--- src/hdl/slfp_pkg.sv ---
// Shared constants for the sync word / length field frame parser.
`timescale 1ns / 1ps

package slfp_pkg;

  // Sync word, first byte on the wire first
  localparam logic [7:0]  SyncB0 = 8'h55;
  localparam logic [7:0]  SyncB1 = 8'h66;
  localparam logic [7:0]  SyncB2 = 8'hAA;
  localparam logic [7:0]  SyncB3 = 8'hBB;
  localparam logic [23:0] SyncHead3 = {SyncB0, SyncB1, SyncB2};

  localparam logic [15:0] HeaderBytes  = 16'd10;
  localparam logic [15:0] TrailerBytes = 16'd4;

  // Header byte positions
  localparam logic [15:0] HdrControl = 16'd0;
  localparam logic [15:0] HdrLenLo   = 16'd1;
  localparam logic [15:0] HdrLenHi   = 16'd2;
  localparam logic [15:0] HdrSeqLo   = 16'd3;
  localparam logic [15:0] HdrSeqHi   = 16'd4;
  localparam logic [15:0] HdrCommand = 16'd5;

  // Register file
  localparam int unsigned AddrWidth = 4;
  localparam logic [1:0]  RegHeartbeatA = 2'd0;
  localparam logic [1:0]  RegHeartbeatB = 2'd1;
  localparam logic [1:0]  RegIgnored    = 2'd2;

  localparam logic [7:0] HeartbeatAReset = 8'h83;
  localparam logic [7:0] HeartbeatBReset = 8'h2F;
  localparam logic [7:0] IgnoredReset    = 8'h8A;

  // Result kinds
  localparam logic KindPayload = 1'b0;
  localparam logic KindFrame   = 1'b1;

  // Command classes
  localparam logic [1:0] ClassHeartbeat = 2'd0;
  localparam logic [1:0] ClassIgnored   = 2'd1;
  localparam logic [1:0] ClassUnknown   = 2'd2;

endpackage

--- src/hdl/sync_length_frame_parser.sv ---
// Sync word / length field deframer: top level with input stage, parse logic and result register.
`timescale 1ns / 1ps

// Takes one received byte per word and hunts for the sync word 55 66 AA BB,
// then captures a 10-byte little-endian header (control, length, sequence,
// command, header check), emits each payload byte with its index, captures the
// 4-byte trailer and emits one frame summary with the command classed as
// heartbeat, ignored or unknown. Check words are passed through, not verified.
// A byte is taken every clock cycle while the output is not stalled: the
// parse step is a single pass of logic between the input register and the
// result register, so a byte that causes a result is held in the input
// register and then in the result register before it shows on the output.
// Stall on the output holds the result register and, through it, the input
// register. The three command registers are written over the APB port and
// are meant to change only while the block is idle.
module sync_length_frame_parser (
  input  logic                            clk_i,
  input  logic                            rst_ni,
  // byte input
  input  logic                            in_valid_i,
  output logic                            in_stall_o,
  input  logic [7:0]                      rx_byte_i,
  // result output
  output logic                            out_valid_o,
  input  logic                            out_stall_i,
  output logic                            result_kind_o,
  output logic [7:0]                      payload_byte_o,
  output logic [15:0]                     byte_index_o,
  output logic [7:0]                      control_field_o,
  output logic [15:0]                     payload_length_o,
  output logic [15:0]                     sequence_number_o,
  output logic [7:0]                      command_id_o,
  output logic [1:0]                      command_class_o,
  output logic [31:0]                     header_check_o,
  output logic [31:0]                     trailer_check_o,
  // configuration
  input  logic                            psel,
  input  logic                            penable,
  input  logic                            pwrite,
  input  logic [slfp_pkg::AddrWidth-1:0]  paddr,
  input  logic [31:0]                     pwdata,
  output logic [31:0]                     prdata,
  output logic                            pready
);

  import slfp_pkg::*;

  localparam logic [1:0] PhHunt    = 2'd0;
  localparam logic [1:0] PhHeader  = 2'd1;
  localparam logic [1:0] PhPayload = 2'd2;
  localparam logic [1:0] PhTrailer = 2'd3;

  // ---------------------------------------------------------------- config
  logic [7:0] hb_a_q, hb_b_q, ign_q;
  logic [1:0] reg_idx;
  logic       cfg_wr;

  assign reg_idx = paddr[3:2];
  assign cfg_wr  = psel && penable && pwrite && pready;
  assign pready  = 1'b1;

  always_ff @(posedge clk_i or negedge rst_ni) begin
    if (!rst_ni) begin
      hb_a_q <= HeartbeatAReset;
      hb_b_q <= HeartbeatBReset;
      ign_q  <= IgnoredReset;
    end else if (cfg_wr) begin
      unique case (reg_idx)
        RegHeartbeatA: hb_a_q <= pwdata[7:0];
        RegHeartbeatB: hb_b_q <= pwdata[7:0];
        RegIgnored:    ign_q  <= pwdata[7:0];
        default: ;
      endcase
    end
  end

  always_comb begin
    unique case (reg_idx)
      RegHeartbeatA: prdata = {24'd0, hb_a_q};
      RegHeartbeatB: prdata = {24'd0, hb_b_q};
      RegIgnored:    prdata = {24'd0, ign_q};
      default:       prdata = 32'd0;
    endcase
  end

  // ----------------------------------------------------------- input stage
  logic       in_valid_q;
  logic [7:0] in_byte_q;
  logic       advance;
  logic       out_valid_q;

  // the result register frees up when empty or when its word is taken
  assign advance    = !out_valid_q || !out_stall_i;
  assign in_stall_o = in_valid_q && !advance;

  always_ff @(posedge clk_i or negedge rst_ni) begin
    if (!rst_ni) begin
      in_valid_q <= 1'b0;
    end else if (!in_stall_o) begin
      in_valid_q <= in_valid_i;
    end
  end

  always_ff @(posedge clk_i) begin
    if (in_valid_i && !in_stall_o) begin
      in_byte_q <= rx_byte_i;
    end
  end

  // ------------------------------------------------------------ parse state
  logic [23:0] sync_win_q, sync_win_d;
  logic [1:0]  phase_q, phase_d;
  logic [15:0] field_cnt_q, field_cnt_d;
  logic [7:0]  held_ctrl_q, held_ctrl_d;
  logic [15:0] held_len_q, held_len_d;
  logic [15:0] held_seq_q, held_seq_d;
  logic [7:0]  held_cmd_q, held_cmd_d;
  logic [31:0] held_hchk_q, held_hchk_d;
  logic [31:0] held_trl_q, held_trl_d;

  logic [15:0] cnt_inc;
  logic        res_valid;
  logic        res_kind;
  logic [7:0]  res_pbyte;
  logic [15:0] res_index;
  logic        res_frame;
  logic [1:0]  cmd_class;

  assign cnt_inc = field_cnt_q + 16'd1;

  always_comb begin
    priority if (held_cmd_q == hb_a_q || held_cmd_q == hb_b_q) begin
      cmd_class = ClassHeartbeat;
    end else if (held_cmd_q == ign_q) begin
      cmd_class = ClassIgnored;
    end else begin
      cmd_class = ClassUnknown;
    end
  end

  always_comb begin
    sync_win_d  = sync_win_q;
    phase_d     = phase_q;
    field_cnt_d = field_cnt_q;
    held_ctrl_d = held_ctrl_q;
    held_len_d  = held_len_q;
    held_seq_d  = held_seq_q;
    held_cmd_d  = held_cmd_q;
    held_hchk_d = held_hchk_q;
    held_trl_d  = held_trl_q;
    res_valid   = 1'b0;
    res_kind    = KindPayload;
    res_pbyte   = 8'd0;
    res_index   = 16'd0;
    res_frame   = 1'b0;

    unique case (phase_q)
      PhHunt: begin
        if (sync_win_q == SyncHead3 && in_byte_q == SyncB3) begin
          sync_win_d  = 24'd0;
          phase_d     = PhHeader;
          field_cnt_d = 16'd0;
        end else begin
          sync_win_d = {sync_win_q[15:0], in_byte_q};
        end
      end

      PhHeader: begin
        unique case (field_cnt_q)
          HdrControl:         held_ctrl_d = in_byte_q;
          HdrLenLo, HdrLenHi: held_len_d  = {in_byte_q, held_len_q[15:8]};
          HdrSeqLo, HdrSeqHi: held_seq_d  = {in_byte_q, held_seq_q[15:8]};
          HdrCommand:         held_cmd_d  = in_byte_q;
          default:            held_hchk_d = {in_byte_q, held_hchk_q[31:8]};
        endcase
        field_cnt_d = cnt_inc;
        if (cnt_inc >= HeaderBytes) begin
          field_cnt_d = 16'd0;
          // skip straight to the trailer on an empty payload
          phase_d     = (held_len_d == 16'd0) ? PhTrailer : PhPayload;
        end
      end

      PhPayload: begin
        res_valid   = 1'b1;
        res_kind    = KindPayload;
        res_pbyte   = in_byte_q;
        res_index   = field_cnt_q;
        field_cnt_d = cnt_inc;
        if (cnt_inc == held_len_q) begin
          field_cnt_d = 16'd0;
          phase_d     = PhTrailer;
        end
      end

      PhTrailer: begin
        held_trl_d  = {in_byte_q, held_trl_q[31:8]};
        field_cnt_d = cnt_inc;
        if (cnt_inc >= TrailerBytes) begin
          field_cnt_d = 16'd0;
          phase_d     = PhHunt;
          sync_win_d  = 24'd0;
          res_valid   = 1'b1;
          res_kind    = KindFrame;
          res_frame   = 1'b1;
        end
      end

      default: ;
    endcase
  end

  always_ff @(posedge clk_i or negedge rst_ni) begin
    if (!rst_ni) begin
      sync_win_q  <= 24'd0;
      phase_q     <= PhHunt;
      field_cnt_q <= 16'd0;
      held_ctrl_q <= 8'd0;
      held_len_q  <= 16'd0;
      held_seq_q  <= 16'd0;
      held_cmd_q  <= 8'd0;
      held_hchk_q <= 32'd0;
      held_trl_q  <= 32'd0;
    end else if (in_valid_q && advance) begin
      sync_win_q  <= sync_win_d;
      phase_q     <= phase_d;
      field_cnt_q <= field_cnt_d;
      held_ctrl_q <= held_ctrl_d;
      held_len_q  <= held_len_d;
      held_seq_q  <= held_seq_d;
      held_cmd_q  <= held_cmd_d;
      held_hchk_q <= held_hchk_d;
      held_trl_q  <= held_trl_d;
    end
  end

  // -------------------------------------------------------- result register
  logic        res_kind_q;
  logic [7:0]  res_pbyte_q;
  logic [15:0] res_index_q;
  logic [7:0]  res_ctrl_q;
  logic [15:0] res_len_q;
  logic [15:0] res_seq_q;
  logic [7:0]  res_cmd_q;
  logic [1:0]  res_class_q;
  logic [31:0] res_hchk_q;
  logic [31:0] res_trl_q;

  always_ff @(posedge clk_i or negedge rst_ni) begin
    if (!rst_ni) begin
      out_valid_q <= 1'b0;
    end else if (advance) begin
      out_valid_q <= in_valid_q && res_valid;
    end
  end

  always_ff @(posedge clk_i) begin
    if (advance && in_valid_q && res_valid) begin
      res_kind_q  <= res_kind;
      res_pbyte_q <= res_pbyte;
      res_index_q <= res_index;
      // summary fields read as zero on a payload word
      res_ctrl_q  <= res_frame ? held_ctrl_q : 8'd0;
      res_len_q   <= res_frame ? held_len_q  : 16'd0;
      res_seq_q   <= res_frame ? held_seq_q  : 16'd0;
      res_cmd_q   <= res_frame ? held_cmd_q  : 8'd0;
      res_class_q <= res_frame ? cmd_class   : ClassHeartbeat;
      res_hchk_q  <= res_frame ? held_hchk_q : 32'd0;
      res_trl_q   <= res_frame ? held_trl_d  : 32'd0;
    end
  end

  assign out_valid_o       = out_valid_q;
  assign result_kind_o     = res_kind_q;
  assign payload_byte_o    = res_pbyte_q;
  assign byte_index_o      = res_index_q;
  assign control_field_o   = res_ctrl_q;
  assign payload_length_o  = res_len_q;
  assign sequence_number_o = res_seq_q;
  assign command_id_o      = res_cmd_q;
  assign command_class_o   = res_class_q;
  assign header_check_o    = res_hchk_q;
  assign trailer_check_o   = res_trl_q;

  // ------------------------------------------------------------- assertions
  a_hunt_cnt_zero: assert property (@(posedge clk_i) disable iff (!rst_ni)
    phase_q == PhHunt |-> field_cnt_q == 16'd0)
    else $error("field counter nonzero while hunting");

  a_header_cnt_range: assert property (@(posedge clk_i) disable iff (!rst_ni)
    phase_q == PhHeader |-> field_cnt_q < HeaderBytes)
    else $error("header counter out of range");

  a_trailer_cnt_range: assert property (@(posedge clk_i) disable iff (!rst_ni)
    phase_q == PhTrailer |-> field_cnt_q < TrailerBytes)
    else $error("trailer counter out of range");

  a_payload_len_nonzero: assert property (@(posedge clk_i) disable iff (!rst_ni)
    phase_q == PhPayload |-> held_len_q != 16'd0)
    else $error("payload phase entered with zero length");

  a_frame_back_to_hunt: assert property (@(posedge clk_i) disable iff (!rst_ni)
    $rose(out_valid_q) && res_kind_q == KindFrame |-> phase_q == PhHunt)
    else $error("frame summary emitted without returning to hunt");

endmodule
--- config.mk ---
export PLATFORM = sky130hd
export DESIGN_NAME = sync_length_frame_parser
export DESIGN_NICKNAME = d
export VERILOG_FILES = /design/src/hdl/slfp_pkg.sv /design/src/hdl/sync_length_frame_parser.sv
export SDC_FILE = /design/constraint.sdc
export NUM_CORES = 1
export LEC_CHECK = 0
export BUFFER_PORTS_ARGS = -buffer_cell sky130_fd_sc_hd__buf_2
export CAP_MARGIN = 15
export CORE_AREA = 5 5 193 195
export CTS_CLUSTER_DIAMETER = 120
export DETAILED_ROUTE_END_ITERATION = 16
export DIE_AREA = 0 0 198 200
export MAX_ROUTING_LAYER = met4
export PLACE_DENSITY = 0.57
export REMOVE_ABC_BUFFERS = 1
export SLEW_MARGIN = 20
export SYNTH_ARGS = -nofsm -noshare
export SYNTH_HDL_FRONTEND = slang
export SYNTH_SLANG_ARGS = --single-unit
--- constraint.sdc ---
create_clock -name clk_i -period 15.7 [get_ports clk_i]
set_clock_uncertainty 0.15 [all_clocks]
set_input_delay 3.14 -clock clk_i [delete_from_list [all_inputs] [get_ports clk_i]]
set_output_delay 3.14 -clock clk_i [all_outputs]
set_load 0.1 [all_outputs]
==> results of run 1 <==
stage by stage:
stage / area (µm²) / setup slack (ns) / instances / power [W] / util (%)
final: 16300 / 7.88 / 1663 / 0.00365 / 46.2
after CTS: 16300 / 7.84 / 1662 / 0.00370 / 46.2
after global routing: 16300 / 7.77 / 1663 / 0.00383 / 46.2
after detailed placement: 15100 / 7.85 / 1598 / 0.00288 / 43.0
after floorplan: 13600 / 5.78 / 949 / 0.00258 / -
after global placement: 15100 / 7.86 / 1598 / 0.00287 / 43.0
worst register-to-register path: stages (launching register included):
cell and delay (ns):
dfrtp_1 0.63, ha_1 0.48, nand4_4 0.24, nor3_1 0.43
nor2b_1 0.09, a31o_2 0.24, nand2_1 0.08, o41a_4 0.16
nor2_1 0.08, nor2_4 0.09, buf_4 0.49, buf_4 0.67
layout make-up:
cell class | instances | share of cell area (%)
Clock buffer | 51 | 6.06
Timing Repair Buffer | 189 | 6.10
Sequential cell | 319 | 53.7
Inverter | 10 | 0.231
Tap cell | 461 | 3.55
Multi-Input combinational cell | 620 | 29.6
Clock inverter | 13 | 0.808
flip-flops by register name, indices dropped and copies added, names as in the netlist, 16 cells and up:
name,flops
held_hchk_q,32
trailer_check_o,32
field_cnt_q,16
payload_length_o,16
sequence_number_o,16
sync_win_q,24
held_seq_q,16
byte_index_o,16
held_len_q,16
header_check_o,32
held_trl_q,24
how the worst min path moves through the flow:
| stage | from | endpoint | slack, ns | cells after the start |
|---|---|---|---|---|
| 3_5_place_dp | sync_win_q[18] | sync_win_q[18] | 0.33 | 1 |
| 2_1_floorplan | sync_win_q[16] | sync_win_q[16] | 0.31 | 1 |
| 5_1_grt | held_hchk_q[3] | held_hchk_q[3] | 0.36 | 1 |
| 3_3_place_gp | sync_win_q[20] | sync_win_q[20] | 0.33 | 1 |
| 6_report | held_ctrl_q[1] | held_ctrl_q[1] | 0.35 | 1 |
| 4_1_cts | sync_win_q[20] | sync_win_q[20] | 0.35 | 1 |
placed cells by master, fill, tap and decap left out, types with 11 or more instances in the layout:
master     Yosys  routed
xnor2_1       23      23
and2_1       143     143
clkbuf_16      0      35
o21ai_0       28      28
nand2_1       35      35
xor2_1        24      24
nor3_1        12      12
mux2_2       131     131
conb_1         2      25
edfxtp_1     147     147
buf_2         14     172
nor4_1        17      17
a22o_1        24      24
buf_4         30      15
dfstp_2       11      11
dfrtp_1      161     161
nor2_1        20      19
clkbuf_1      31      11
synth_stat cells, types with 3 or more instances:
cell,count
a211o_1,3
a21o_1,8
a21oi_1,12
a22o_1,24
and2_1,143
and3_1,3
and4_1,5
buf_1,7
buf_2,14
buf_4,30
buf_6,3
clkbuf_1,31
dfrtp_1,161
dfstp_2,11
edfxtp_1,147
ha_1,9
inv_1,10
mux2_2,131
mux2i_1,9
nand2_1,35
nand2b_1,3
nand3_1,10
nand4_1,8
nor2_1,20
nor2b_1,6
nor3_1,12
nor3_2,3
nor3b_1,3
nor4_1,17
nor4_4,3
nor4bb_1,4
o21ai_0,28
o2bb2ai_1,3
or3_1,3
or4_1,3
xnor2_1,23
xor2_1,24
cells by family (layout without fill, tap and decap cells):
logic type,Yosys count,count (layout),share of synthesized area [%]
adders and majority gates,9,9,0.808
DFF,319,319,62.6
buffers and inverters,95,263,3.65
and+or+nand+nor,299,299,13.4
xor gates and xnor gates,47,47,2.95
muxes,140,140,11.2
AOI/OAI and AO/OA,100,100,5.25
other,2,25,0.0539
report_power, final:
part	switching [W]	internal, W
logic	0.00109	0.000366
clock network	0.000333	0.000459
registers	0.000204	0.00120
total	0.00162	0.00202
routing by layer:
layer	wire [µm]	vias to the layer above	part of all wire, %
met4	507	0	1.6
met2	14400	218	46
met3	1470	37	4.7
met5	0	-	0
li1	-	3926	-
met1	14700	4185	47
==> run metrics, run 1 <==
Critical Path AT=4.53 ns; Detailed Place HPWL=19800 µm; CTS Hold Bufs=0; Core Rows=69; Setup crit end=prdata[2]; final slew viol count=0; post_cts resized=0; Critical R2R Capture=header_check_o[11]; die height=200 µm; setup bufs post-CTS=0; Area Overhead vs Synth=16.7%; critical-path maximum fanout=12; worst slew pin tran=1.06 ns; global routing usage on met1=22.6%; most used routing layer=met2; ANT nets after route=0; CTS Buf Count=35; initial antenna violation count=0; vias per cell=5.03; Setup crit start=paddr[3]; drt pass-1 iters=5; vias in the first global route=8308; critical path's slowest cell=nor2b_1; CTS tree=built; total die area=0.0396 mm²; Required @ worst endpoint=12.41 ns; WL final=31100 µm; area leader, netlist=edfxtp_1; Crit Path Class=in2out; Hold Path Class=reg2reg; worst-skew pair later-pin latency=0.53 ns; FF+latch area=0.00873 mm²; RSZ-0062 raised after global routing=no; clock sink count=319; htree depth=2; cells on worst reg2reg path=11; Maximum Capacitance Violations=0; Max Freq=0.128 GHz; IO Count=225; area of the multi-input gates=0.00481 mm²; Top delay family on crit path=buffers and inverters; Max Buffers Root-to-Sink=3; Mapped Cells=1011; FILL cells=3221; top post-synthesis cells by area=edfxtp_1 (32%), dfrtp_1 (29%), mux2_2 (11%); largest net degree at the start of global routing=116; critical path capture point type=output pin; setup violators final=0; Setup crit start kind=primary input; via count=8366; Syn. warnings=0; R2R setup slack=11.48 ns; Post-synth ARST share=53.9%; Avg Cell Area, Syn=13.8 µm²; Worst path depth=5; setup TNS=0 ns; FF+latch count, synth=319; root buffer cell=clkbuf_16; fin crit share=49.8%; input/output buffers=173; fin nets=1235; All-Layer GR Usage=16.0%; DRC viols=0; Cell variety after synth=69; Worst VDD drop=0.000162 V; pwr/cell area=224 mW/mm²; worst r2r src=field_cnt_q[0]; ys flop type=dfrtp_1; Hold WS=0.346 ns; Hold Violations, Final=0; Core Area=0.0352 mm²; met2 usage=24.5%; fin crit period=7.82 ns; wire per inst=18.7 µm; CP max stage delay=0.49 ns; WP buf/inv=2; leak pwr=6.92 nW; initial core utilization=39.6%; die width=198 µm; GRT overflow=0; most used cell along the critical path=buf_2; routability cong.=0.851; global-route wire length before repair=48700 µm; mapped cell area=0.0139 mm²; EDFF count, synth=147; worst-path cell chain=buf_2 > nor2b_1 > nand2_1 > o21ai_0 > buf_2; Reg clk slew, reported paths=0.06 ns; grt met3 use=2.58%; post-synth top area share=31.7%; sequential area share after synthesis=62.6%; initial DRC count=483; relative slew slack=29.5%; status=complete, no violations; share of layout cells above drive strength 1=33.8%; diodes inserted=0
No activity file was read; power rests on OpenSTA's default activity.
==> inputs of run 2 (changes only) <==
--- a/config.mk
+++ b/config.mk
@@ -5,12 +5,13 @@
 export SDC_FILE = /design/constraint.sdc
 export NUM_CORES = 1
 export LEC_CHECK = 0
+export ABC_AREA = 1
 export BUFFER_PORTS_ARGS = -buffer_cell sky130_fd_sc_hd__buf_2
 export CAP_MARGIN = 15
-export CORE_AREA = 5 5 193 195
+export CORE_AREA = 5 5 195 197
 export CTS_CLUSTER_DIAMETER = 120
 export DETAILED_ROUTE_END_ITERATION = 16
-export DIE_AREA = 0 0 198 200
+export DIE_AREA = 0 0 200 202
 export MAX_ROUTING_LAYER = met4
 export PLACE_DENSITY = 0.57
 export REMOVE_ABC_BUFFERS = 1
==> constraint.sdc (replaced) <==
create_clock -name clk_i -period 7.7 [get_ports clk_i]
set_clock_uncertainty 0.15 [all_clocks]
set_input_delay 1.54 -clock clk_i [delete_from_list [all_inputs] [get_ports clk_i]]
set_output_delay 1.54 -clock clk_i [all_outputs]
set_load 0.1 [all_outputs]
==> run 2 against run 1 <==
  * First-iteration DRC count up 31%
  * Combinational power up 84%
  * Final area up 0.95%
  * Worst setup slack worse by 4.8 ns
  * Flip-flop and latch count unchanged
  * Critical endpoint is now command_id_o[3]
  * Hold slack worse by 0.015 ns
  * Sequential share of layout area down 0.51 points
  * Clock-buffer cell count up 4
  * Highest routed layer unchanged
==> run metrics, run 2 <==
leak pwr=7.40 nW (was 6.92 nW); CTS tree=built (unchanged); WL final=34300 µm (was 31100 µm); die height=202 µm (was 200 µm); Max Buffers Root-to-Sink=3 (unchanged); critical-path maximum fanout=67 (was 12); status=complete, no violations (unchanged); Core Area=0.0361 mm² (was 0.0352 mm²); worst r2r src=field_cnt_q[0] (unchanged); worst hold stages=2 (was 1); IO Count=225 (unchanged); fin nets=1677 (was 1235); share of layout cells above drive strength 1=17.9% (was 33.8%); routability cong.=0.884 (was 0.851); vias per cell=4.67 (was 5.03); initial antenna violation count=0 (unchanged); wire per inst=16.2 µm (was 18.7 µm); total die area=0.0404 mm² (was 0.0396 mm²); CTS Buf Count=36 (was 35); sequential area share after synthesis=61.6% (was 62.6%); cells on worst reg2reg path=14 (was 11); EDFF count, synth=147 (unchanged); largest net degree at the start of global routing=109 (was 116); final worst slack=3.05 ns (was 7.88 ns); Max Freq=0.215 GHz; fin crit period=4.65 ns; Hold Path Class=reg2reg (unchanged); htree depth=2 (unchanged); Total Power=0.00679 W (was 0.00365 W); commonest non-fill, non-tap cell in the layout=nand2_1 (was buf_2); Hold Violations, Final=0 (unchanged); Maximum Capacitance Violations=0 (unchanged); die width=200 µm (was 198 µm); ys flop type=dfrtp_1 (unchanged); Place WS=3.02 ns (was 7.85 ns); R2R setup slack=3.05 ns (was 11.48 ns); Critical R2R Capture=command_id_o[3] (was header_check_o[11]); GRT overflow=0 (unchanged); Mapped Cells=1455 (was 1011); setup bufs post-CTS=0 (unchanged); Required @ worst endpoint=7.67 ns (was 12.41 ns); drt pass-1 iters=6 (was 5); Hold Startpoint=held_hchk_q[29] (was held_ctrl_q[1]); FF+latch count, synth=319 (unchanged); root buffer cell=clkbuf_16 (unchanged); top post-synthesis cells by area=edfxtp_1 (31%), dfrtp_1 (28%), nand2_1 (8.4%) (was edfxtp_1 (32%), dfrtp_1 (29%), mux2_2 (11%)); worst-skew pair later-pin latency=0.51 ns (was 0.53 ns); count leader, synth=nand2_1 (was dfrtp_1); CTS Hold Bufs=0 (unchanged); fin crit share=60.4%; Reg clk slew, reported paths=0.06 ns (about the same); Core Rows=70 (was 69); worst hold path endpoint=held_hchk_q[29] (was held_ctrl_q[1]); most frequent cells in the layout=nand2_1 (317), inv_1 (213), buf_2 (172), nor2_1 (166), dfrtp_1 (161) (was buf_2 (172), dfrtp_1 (161), edfxtp_1 (147), and2_1 (143), mux2_2 (131)); relative slew slack=32.1% (was 29.5%); pwr/cell area=413 mW/mm² (was 224 mW/mm²); Critical Path AT=4.62 ns (was 4.53 ns); Post-synth ARST share=53.9% (unchanged); Crit Path Class=reg2reg (was in2out); diodes inserted=0 (unchanged); input/output buffers=173 (unchanged); ANT nets after route=0 (unchanged); mapped cell area=0.0142 mm² (was 0.0139 mm²); Cell variety after synth=47 (was 69); Detailed Place HPWL=23600 µm (was 19800 µm); Worst VDD drop=0.000326 V (was 0.000162 V); DRC viols=0 (unchanged); Commonest cells post-synth=nand2_1 (318), inv_1 (213), nor2_1 (167) (was dfrtp_1 (161), edfxtp_1 (147), and2_1 (143)); setup violators final=0 (unchanged); worst slew pin tran=1.01 ns (was 1.06 ns); Avg Cell Area, Syn=9.74 µm² (was 13.8 µm²); via count=9866 (was 8366); critical path capture point type=flip-flop (was output pin); setup TNS=0 ns (unchanged); Area Overhead vs Synth=15.8% (was 16.7%); Hold WS=0.332 ns (was 0.346 ns); post-synth top area share=31.1% (was 31.7%); Syn. warnings=0 (unchanged); initial core utilization=39.3% (was 39.6%); initial DRC count=633 (was 483); RSZ-0062 raised after global routing=no (unchanged); clock sink count=319 (unchanged); global-route wire length before repair=55100 µm (was 48700 µm); area leader, netlist=edfxtp_1 (unchanged); Final Util=45.5% (was 46.2%); All-Layer GR Usage=17.6% (was 16.0%); final slew viol count=0 (unchanged); post_cts resized=0 (unchanged); vias in the first global route=9823 (was 8308); Setup crit start kind=flip-flop (was primary input)
-- run 2: cell types whose count changed in the layout (fill, tap and decap cells not counted), sizes merged, moves of 10 or more --
cell | previous run | this run
xor2 | 24 | 6
xnor2 | 23 | 13
inv | 11 | 219
nor2 | 21 | 177
o21ai | 29 | 136
nand3 | 12 | 72
mux2i | 9 | 24
a22o | 24 | 0
nor4 | 21 | 9
mux2 | 131 | 0
nand4 | 11 | 24
nand2 | 37 | 328
and2 | 143 | 0
-- run 2: final cells by class --
cell class | instances | area, µm²
fillers | 3498 | 19700
flip-flops and latches | 319 | 8730
multi-input cells | 857 | 4200
clock buffers | 55 | 1090
repair buffers | 181 | 935
inverters | 222 | 833
well taps | 468 | 586
clock inverters | 9 | 46.3
-- run 2: report_power, final --
part	switching [W]	internal, W
sequential	0.000225	0.00225
clock	0.000661	0.000972
combinational	0.00221	0.000462
total	0.00310	0.00369
-- run 2: cells by family (layout without fill, tap and decap cells) --
family	count (synthesis)	after routing	share of synthesized area, %
AO/OA/AOI/OAI	154	154	6.18
XOR/XNOR	19	19	1.17
adder cells (fa/ha/maj)	9	9	0.794
buffers and inverters	302	467	9.59
flip-flops	319	319	61.6
multiplexers	24	24	1.69
other	2	25	0.0530
AND/OR/NAND/NOR	626	626	18.9
-- run 2: layer usage --
layer / part of all wire (%) / track usage (%) / wire length, µm / vias to the layer above
li1: - / - / - / 4933
met1: 44 / 23.6 / 15200 / 4630
met2: 48 / 27.9 / 16400 / 246
met3: 5.2 / 2.65 / 1790 / 57
met4: 2.7 / 4.73 / 918 / 0
met5: 0 / - / 0 / -
-- run 2: how the worst max path moves through the flow --
stage	from	end	depth (start not counted)
2_1_floorplan	field_cnt_q[0]	byte_index_o[0]	12
3_3_place_gp	field_cnt_q[0]	header_check_o[2]	15
3_5_place_dp	field_cnt_q[0]	header_check_o[1]	14
4_1_cts	field_cnt_q[0]	header_check_o[14]	14
5_1_grt	field_cnt_q[0]	header_check_o[14]	15
6_report	field_cnt_q[0]	command_id_o[3]	14
-- run 2: stage by stage --
stage          instances  cell area (µm²)
2_1_floorplan       1398            13700
3_3_place_gp        2047            15300
3_5_place_dp        2047            15300
4_1_cts             2111            16400
5_1_grt             2111            16400
6_report            2111            16400
-- run 2: worst max-delay path: stages (launching register included) --
cell and delay [ns]:
dfrtp_1 0.53, ha_1 0.28, nand2_4 0.11, nor2_8 0.19, xor2_1 0.27, nor2_1 0.13, nand3_1 0.10, nor2_2 0.05
nand2_1 0.10, nand2_4 0.36, inv_1 0.42, o21ai_1 0.16, a21oi_4 0.14, buf_4 0.40, buf_4 0.76
